<file path="src/crc32w_pkg.sv">
// ----------------------------------------------------------------------------
// crc32w_pkg
// Shared types and constants for the CRC-32 word stream core.
// ----------------------------------------------------------------------------
package crc32w_pkg;

  localparam int unsigned CrcWidth  = 32;
  localparam int unsigned WordWidth = 32;

  localparam logic [CrcWidth-1:0] CrcInit = 32'hFFFF_FFFF;
  localparam logic [CrcWidth-1:0] CrcPoly = 32'h04C1_1DB7;
  localparam logic [CrcWidth-1:0] CrcTop  = 32'h8000_0000;

  // One input item as held in the input register
  typedef struct packed {
    logic [WordWidth-1:0] word;
    logic                 first;
    logic                 last;
  } crc32w_item_t;

  // Per-output-bit XOR masks: row i lists the inputs that feed CRC bit i
  typedef logic [CrcWidth-1:0][CrcWidth-1:0] crc32w_mat_t;

  // Bit-serial word update, MSB first; evaluated at elaboration only
  function automatic logic [CrcWidth-1:0] crc32w_serial(
    input logic [CrcWidth-1:0]  crc_in,
    input logic [WordWidth-1:0] word
  );
    logic [CrcWidth-1:0] crc;
    logic                top;
    crc = crc_in;
    for (int n = 0; n < WordWidth; n++) begin
      top = crc[CrcWidth-1];
      crc = {crc[CrcWidth-2:0], 1'b0};
      if (top) crc = crc ^ CrcPoly;
      if (word[WordWidth-1-n]) crc = crc ^ CrcPoly;
    end
    return crc;
  endfunction

  // Build the mask matrix from single-bit responses of the register or word
  function automatic crc32w_mat_t crc32w_matrix(input logic from_word);
    crc32w_mat_t         m;
    logic [CrcWidth-1:0] resp;
    m = '0;
    for (int j = 0; j < CrcWidth; j++) begin
      if (from_word) begin
        resp = crc32w_serial('0, WordWidth'(1) << j);
      end else begin
        resp = crc32w_serial(CrcWidth'(1) << j, '0);
      end
      for (int i = 0; i < CrcWidth; i++) begin
        m[i][j] = resp[i];
      end
    end
    return m;
  endfunction

  localparam crc32w_mat_t CrcMatState = crc32w_matrix(1'b0);
  localparam crc32w_mat_t CrcMatWord  = crc32w_matrix(1'b1);

endpackage

</file>
<file path="src/crc32w_in_stage.sv">
// ----------------------------------------------------------------------------
// crc32w_in_stage
// Input register: captures one transaction and holds it until consumed.
// ----------------------------------------------------------------------------
module crc32w_in_stage import crc32w_pkg::*; (
  input  logic         clk_i,
  input  logic         rst_ni,
  input  logic         in_valid_i,
  output logic         in_ready_o,
  input  crc32w_item_t in_item_i,
  output logic         stg_valid_o,
  input  logic         stg_take_i,
  output crc32w_item_t stg_item_o
);

  logic         valid_q, valid_d;
  crc32w_item_t item_q;

  // Accept when empty or when the held item leaves this cycle
  assign in_ready_o = !valid_q || stg_take_i;

  always_comb begin
    valid_d = valid_q;
    if (in_ready_o) valid_d = in_valid_i;
  end

  always_ff @(posedge clk_i or negedge rst_ni) begin
    if (!rst_ni) begin
      valid_q <= 1'b0;
    end else begin
      valid_q <= valid_d;
    end
  end

  // Load payload on every accepted transaction
  always_ff @(posedge clk_i) begin
    if (in_ready_o && in_valid_i) item_q <= in_item_i;
  end

  assign stg_valid_o = valid_q;
  assign stg_item_o  = item_q;

endmodule

</file>
<file path="src/crc32w_next.sv">
// ----------------------------------------------------------------------------
// crc32w_next
// One-word CRC update as a flat XOR network over register and data bits.
// ----------------------------------------------------------------------------
module crc32w_next import crc32w_pkg::*; (
  input  logic [CrcWidth-1:0]  crc_i,
  input  logic [WordWidth-1:0] word_i,
  output logic [CrcWidth-1:0]  crc_o
);

  // Each output bit is the parity of its masked register and word bits
  always_comb begin
    for (int i = 0; i < CrcWidth; i++) begin
      crc_o[i] = ^(crc_i & CrcMatState[i]) ^ ^(word_i & CrcMatWord[i]);
    end
  end

endmodule

</file>
<file path="src/crc32_word_stream_core.sv">
// ----------------------------------------------------------------------------
// crc32_word_stream_core
// CRC-32 (poly 0x04C11DB7, init all ones, no reflection, no final XOR)
// over a stream of 32-bit words, one word per cycle while the output flows.
// ----------------------------------------------------------------------------
// The input register holds a last word, then the result register its CRC.
// Throughput: 1 word per cycle; the XOR network updates the CRC register,
// so words flow while the result drains, but a last word waits until it is taken.
// Reset: asynchronous, active low; clears valid flags and loads the CRC
// register with all ones.
module crc32_word_stream_core import crc32w_pkg::*; (
  input  logic                 clk_i,
  input  logic                 rst_ni,
  input  logic                 s_axis_tvalid_i,
  output logic                 s_axis_tready_o,
  input  logic [WordWidth-1:0] s_axis_tdata_i,   // [31:0] data_word
  input  logic                 s_axis_tuser_i,   // [0] first_word
  input  logic                 s_axis_tlast_i,   // last_word
  output logic                 m_axis_tvalid_o,
  input  logic                 m_axis_tready_i,
  output logic [CrcWidth-1:0]  m_axis_tdata_o    // [31:0] crc_value
);

  crc32w_item_t        in_item, stg_item;
  logic                stg_valid, stg_take;
  logic [CrcWidth-1:0] crc_q, crc_d, crc_start, crc_next;
  logic                out_valid_q, out_valid_d;
  logic [CrcWidth-1:0] out_data_q;

  assign in_item = '{word: s_axis_tdata_i, first: s_axis_tuser_i, last: s_axis_tlast_i};

  crc32w_in_stage u_in_stage (
    .clk_i       (clk_i),
    .rst_ni      (rst_ni),
    .in_valid_i  (s_axis_tvalid_i),
    .in_ready_o  (s_axis_tready_o),
    .in_item_i   (in_item),
    .stg_valid_o (stg_valid),
    .stg_take_i  (stg_take),
    .stg_item_o  (stg_item)
  );

  // Consume a held word unless it is last and the result slot is blocked
  assign stg_take = stg_valid && (!stg_item.last || !out_valid_q || m_axis_tready_i);

  // Reload on a first word, then fold in the data
  assign crc_start = stg_item.first ? CrcInit : crc_q;

  crc32w_next u_next (
    .crc_i  (crc_start),
    .word_i (stg_item.word),
    .crc_o  (crc_next)
  );

  // Advance the running CRC; restart after a last word
  always_comb begin
    crc_d = crc_q;
    if (stg_take) crc_d = stg_item.last ? CrcInit : crc_next;
  end

  always_comb begin
    out_valid_d = out_valid_q;
    if (m_axis_tready_i) out_valid_d = 1'b0;
    if (stg_take && stg_item.last) out_valid_d = 1'b1;
  end

  always_ff @(posedge clk_i or negedge rst_ni) begin
    if (!rst_ni) begin
      crc_q       <= CrcInit;
      out_valid_q <= 1'b0;
    end else begin
      crc_q       <= crc_d;
      out_valid_q <= out_valid_d;
    end
  end

  // Hold the result until the master side takes it
  always_ff @(posedge clk_i) begin
    if (stg_take && stg_item.last) out_data_q <= crc_next;
  end

  assign m_axis_tvalid_o = out_valid_q;
  assign m_axis_tdata_o  = out_data_q;

`ifndef NO_ASSERTIONS
  // A last word always leaves a result behind
  assert property (@(posedge clk_i) disable iff (!rst_ni)
    stg_take && stg_item.last |=> out_valid_q)
    else $error("last word consumed without a result");

  // The register restarts from all ones after a message ends
  assert property (@(posedge clk_i) disable iff (!rst_ni)
    stg_take && stg_item.last |=> crc_q == CrcInit)
    else $error("CRC register not reloaded after last word");

  // A stalled result is never overwritten
  assert property (@(posedge clk_i) disable iff (!rst_ni)
    out_valid_q && !m_axis_tready_i |=> out_valid_q && $stable(out_data_q))
    else $error("pending result lost or changed");

  // Input stalls only while a word is held and blocked
  assert property (@(posedge clk_i) disable iff (!rst_ni)
    !s_axis_tready_o |-> stg_valid && stg_item.last && out_valid_q)
    else $error("input stalled without cause");
`endif

endmodule
</file>
<file path="config.mk">
export PLATFORM = sky130hd
export DESIGN_NAME = crc32_word_stream_core
export DESIGN_NICKNAME = d
export VERILOG_FILES = /design/src/crc32w_pkg.sv /design/src/crc32w_in_stage.sv /design/src/crc32w_next.sv /design/src/crc32_word_stream_core.sv
export SDC_FILE = /design/constraint.sdc
export NUM_CORES = 1
export LEC_CHECK = 0
export BUFFER_PORTS_ARGS = -buffer_cell sky130_fd_sc_hd__buf_4
export CAP_MARGIN = 20
export CORE_MARGIN = 5
export CORE_UTILIZATION = 34
export CTS_CLUSTER_DIAMETER = 40
export DETAILED_ROUTE_END_ITERATION = 8
export GPL_ROUTABILITY_DRIVEN = 0
export PLACE_DENSITY = 0.62
export SLEW_MARGIN = 10
export SYNTH_ARGS = -nofsm -noshare
export SYNTH_HDL_FRONTEND = slang
export SYNTH_SLANG_ARGS = --single-unit
</file>
<file path="constraint.sdc">
create_clock -name clk_i -period 3.33 [get_ports clk_i]
set_input_delay 0.333 -clock clk_i [delete_from_list [all_inputs] [get_ports clk_i]]
set_output_delay 0.333 -clock clk_i [all_outputs]
set_load 0.03 [all_outputs]
</file>
## Word-level counts from Yosys, hierarchy flattened

Index checks and enable logic that the tools add are counted.

| word-level totals | value |
|---|---|
| bits in registers | 100 |
| output and inout bits | 34 |
| logic and storage cells | 117 |

| operators by class | value |
|---|---|
| multiplexer cells | 4 |
| bitwise operators | 32 |
| reductions and logical operators | 74 |

Operators by type and width:

| operator | number |
|---|---|
| $reduce_xor A32 Y1 | 64 |
| $mux W32 | 2 |
| $xor A1 B1 Y1 | 32 |
| $logic_and A1 B1 Y1 | 3 |
| $logic_not A1 Y1 | 3 |
| $logic_or A1 B1 Y1 | 3 |
| $mux W1 | 2 |
| $reduce_bool A2 Y1 | 1 |

## Depth between registers and ports, before layout

| depth | value |
|---|---|
| word-level depth | 6 |
| gate-level depth with buffers | 9 |
| gate-level depth less buffers | 6 |

## By module

Synthesis repeated with hierarchy kept, for this count alone.

| unflattened totals | value |
|---|---|
| cells, all modules | 456 |
| area total of the unflattened synthesis | 7214.4 sq um |

By module, submodules not included:

| module | instances | cells an instance | area each (sq um) | seq. area each (sq um) |
|---|---|---|---|---|
| crc32w_next | 1 | 203 | 3188.1 | 0.0 |
| crc32_word_stream_core | 1 | 215 | 2951.6 | 1826.8 |
| crc32w_in_stage | 1 | 38 | 1074.8 | 1046.0 |

## Worst setup path before layout

OpenSTA, ideal clock, no wires.

| timing | value |
|---|---|
| path kind | reg-to-reg |
| start point | register crc_q[16] |
| end point | register out_data_q[2], in the netlist m_axis_tdata_o[2] (data pin) |
| data arrival time | 2.106 ns |
| required time | 3.078 ns |
| slack | 0.972 ns |
| stages on the path, launching flop included | 8 |
| path buffers | 1 |
| period minus slack after synthesis | 2.358 ns |
| cell sequence | dfstp_2 -> clkbuf_1 -> xnor2_1 -> nor2_1 -> xnor2_1 -> xnor3_1 -> xnor3_1 -> inv_1 |

| between the ends | value |
|---|---|
| longest elaborated chain between the ends | 3 |

RTL lines:

| what | line | source |
|---|---|---|
| from (decl) | crc32_word_stream_core.sv:26 | `logic [CrcWidth-1:0] crc_q, crc_d, crc_start, crc_next;` |
| from (signal assigned) | crc32_word_stream_core.sv:69 | `crc_q <= CrcInit;` |
| from (signal assigned) | crc32_word_stream_core.sv:72 | `crc_q <= crc_d;` |
| $mux W32 | crc32_word_stream_core.sv:47 | `assign crc_start = stg_item.first ? CrcInit : crc_q;` |
| $reduce_xor A32 Y1 | crc32w_next.sv:14 | `crc_o[i] = ^(crc_i & CrcMatState[i]) ^ ^(word_i & CrcMatWord[i]);` |
| $xor A1 B1 Y1 | crc32w_next.sv:14 |  |
| named net crc_next[2] | crc32_word_stream_core.sv:26 |  |
| to (signal assigned) | crc32_word_stream_core.sv:79 | `if (stg_take && stg_item.last) out_data_q <= crc_next;` |
| to (decl) | crc32_word_stream_core.sv:28 | `logic [CrcWidth-1:0] out_data_q;` |

The timed path passes the listed nets, and every way through them passes these cells.
A chain may end at the register's enable or synchronous reset.

## Worst setup path after layout

| timing | value |
|---|---|
| start point | register u_in_stage.item_q (netlist bit u_in_stage.stg_item_o[1]) |
| end point | register out_data_q[6], in the netlist m_axis_tdata_o[6] (data pin) |

| between the ends | value |
|---|---|
| longest elaborated chain between the ends | 3 |

RTL lines:

| what | line | source |
|---|---|---|
| from (decl) | crc32w_in_stage.sv:17 | `crc32w_item_t item_q;` |
| from (signal assigned) | crc32w_in_stage.sv:37 | `if (in_ready_o && in_valid_i) item_q <= in_item_i;` |
| $mux W32 | crc32_word_stream_core.sv:47 |  |
| $reduce_xor A32 Y1 | crc32w_next.sv:14 |  |
| $xor A1 B1 Y1 | crc32w_next.sv:14 |  |
| named net crc_next[6] | crc32_word_stream_core.sv:26 |  |

The timed path passes the listed nets, and every way through them passes these cells.

==> impl_metrics.csv <==
group,metric,value,unit
clock_tree,cts_buffers,9,
die,start_util,0.3454,
timing,period_share,0.9194,
route,wl_per_cell,24.12,um
die,ios,72,
route,via_per_inst,4.782,
synthesis,syn_inst,700,
setup_path,critical-path-top-cell-by-count,"xnor3_1",
die,fp.dieW,170.2,um
timing,finalSetupViolCount,0,
timing,max-slew-margin-rel,0.3054,
route,antenna_left,0,
min_path,hold_path_class,"input pin to flip-flop",
synthesis,synth_most_common_cell,"xnor2_1",
die,die-height,170.2,um
clock_tree,clockBufferDepth,2,
finish,multi_input_area,0.005482,mm^2
clock_tree,cts_num_sinks,100,
setup_path,path_class,"flip-flop to flip-flop",
timing,hold_slack,133.6,ps
synthesis,async_flop_share,0.3400,
global_routing,antenna_found_initial,0,
synthesis,yosysTopAreaCell,"edfxtp_1",
die,die_area,0.02896,mm^2
finish,seqCellArea,0.002873,mm^2
finish,area_growth,11.59,%
timing,finalSetupTns,0,ps
synthesis,seq_area_frac_synth,0.3293,
setup_path,critPathMaxStageDelay,900,ps
finish,drive_above_1_share,0.1915,
global_routing,grt_pass1_wl,37280,um
timing,clock_skew,14.14,ps
setup_path,path_cells,"buf_12, nor2_1, xnor2_1, xnor3_1, xnor3_1, inv_1",
timing,worst_slack,268.3,ps
finish,postLayoutCoreUtil,0.3855,
setup_path,path_delay_family,"XOR/XNOR gates",
global_routing,track_usage,0.1796,
flow_run,drv_cap,0,
clock_tree,cts_tree,"yes",
placed_design,pre_cts_ws,412.3,ps
die,row_count,58,
timing,rsz0062_at_grt,"no",
setup_path,critPathMaxFanout,37,
synthesis,yosysTopAreaCellShare,0.2272,
timing,fin_crit,3062,ps
placed_design,dpl.hpwl,19670,um
timing,max_freq,326.6,MHz
route,remaining_drc_errors,0,
synthesis,ys_ff_latch,100,
synthesis,synth_common_cells,"xnor2_1, nor2_1, xnor3_1, edfxtp_1, xor2_1",
clock_tree,htree_levels,3,
timing,slew_violations,0,
route,num_vias,5050,
synthesis,synth_cell_types,24,
clock_tree,cts_root_buf,"clkbuf_16",
setup_path,startpoint_type,"flip-flop",
route,routed_wl,25470,um
finish,fillerInstances,2446,
clock_tree,postCtsSetupBuffers,0,
synthesis,syn_nets,738,
clock_tree,clk-insertion-delay-late,370,ps
global_routing,first_global_vias,5354,
timing,hold_violations,0,
status,status,"finished, final reports clean",
global_routing,grt_overflow_total,0,
setup_path,cp_slowest_cell,"edfxtp_1",
synthesis,synth_edf_count,66,
setup_path,crit_required,3460,ps
finish,nNetsFinal,759,
synthesis,ys.flop_type,"edfxtp_1",
setup_path,cp-end-kind,"flip-flop",
die,core-area,0.02525,mm^2
finish,diodes,0,
synthesis,syn_avg_cell_area,12.46,um^2
placed_design,port_buffers,71,
route,drtIter0Drc,522,
timing,tightest_slew,1040,ps
setup_path,cp.arrival,3190,ps
synthesis,syn_area,0.008723,mm^2
synthesis,yosys_warnings,0,
synthesis,ys_top_cells_by_area,"edfxtp_1, xnor2_1, xnor3_1, dfstp_2, xor2_1",
setup_path,cp_num_buf_inv,2,
clock_tree,clkTransAtPathRegs,80,ps
global_routing,grt_max_degree,38,
route,firstDrtPassIters,4,
[metal layers]
layer,up-vias,part of all wire,global-route usage
li1,2292,-,-
met1,2518,0.43,0.2440
met2,204,0.47,0.2897
met3,36,0.066,0.03624
met4,0,0.030,0.05764
met5,-,0,0
[logic make-up (layout without fill, tap and decap cells)]
family                    after synthesis  count (layout)  share of synthesized area
AOI/OAI and AO/OA                      32              32                    0.02697
buffers and inverters                  82             108                    0.04231
DFF                                   100             100                     0.3293
xor gates and xnor gates              380             380                     0.5513
and+or+nand+nor                       106             106                    0.05006
[final cells by class]
| type | instances | share of cell area |
|---|---|---|
| multi-input cells | 518 | 0.5631 |
| flip-flops and latches | 100 | 0.2951 |
| repair buffers | 80 | 0.06324 |
| well taps | 330 | 0.04242 |
| clock buffers | 13 | 0.02892 |
| inverters | 12 | 0.004627 |
| clock inverters | 3 | 0.002571 |
[state kept, by name, indices dropped and copies added, names as in the netlist]
| signal | count |
|---|---|
| m_axis_tvalid_o | 1 |
| crc_q | 32 |
| m_axis_tdata_o | 32 |
| u_in_stage.stg_item_o | 34 |
| u_in_stage.stg_valid_o | 1 |
[path summary, 6_finish.rpt]
| check | startpoint | to | slack, ps | depth (start not counted) |
|---|---|---|---|---|
| hold / removal | s_axis_tdata_i[16] | u_in_stage.stg_item_o[18]$_DFFE_PP_ | 130 | 1 |
| setup / recovery | u_in_stage.stg_item_o[1]$_DFFE_PP_ | m_axis_tdata_o[6]$_DFFE_PP_ | 270 | 6 |
| hold reg to reg | crc_q[16]$_DFFE_PN1P_ | crc_q[16]$_DFFE_PN1P_ | 600 | 2 |
| setup reg to reg | u_in_stage.stg_item_o[1]$_DFFE_PP_ | m_axis_tdata_o[6]$_DFFE_PP_ | 270 | 6 |
| min in group asynchronous | rst_ni | m_axis_tvalid_o$_DFFE_PN0P_ | 500 | 2 |
| max in group asynchronous | rst_ni | crc_q[6]$_DFFE_PN1P_ | 2460 | 2 |
[through the flow]
step	cells	cell area (um^2)
3_3_place_gp	1039	9418
4_1_cts	1056	9734
6_report	1056	9734
3_5_place_dp	1039	9418
2_1_floorplan	700	8723
5_1_grt	1056	9734
[timing repair]
item	CTS	global route
hold endpoints to repair	2	0
hold buffers	1	0
resized for setup	0	0
[layout by cell type (no fill, tap or decap), types with 2 or more instances in the layout]
| master | netlist | routed |
|---|---|---|
| xor3_1 | 18 | 18 |
| clkbuf_8 | 0 | 2 |
| dfrtp_1 | 2 | 2 |
| nand2b_1 | 6 | 6 |
| xnor2_1 | 211 | 211 |
| dfstp_2 | 32 | 32 |
| clkbuf_16 | 0 | 10 |
| edfxtp_1 | 66 | 66 |
| xnor2_2 | 10 | 10 |
| buf_4 | 0 | 78 |
| a21oi_1 | 12 | 12 |
| xor2_1 | 58 | 58 |
| inv_1 | 12 | 12 |
| o22a_1 | 20 | 20 |
| and2_1 | 2 | 2 |
| xnor3_1 | 82 | 82 |
| nor2b_1 | 4 | 4 |
| nor2_1 | 89 | 89 |
Power is left out: the tool's default activity adds up to more than one toggle a clock period on the data nets, which glitch-free logic cannot reach.
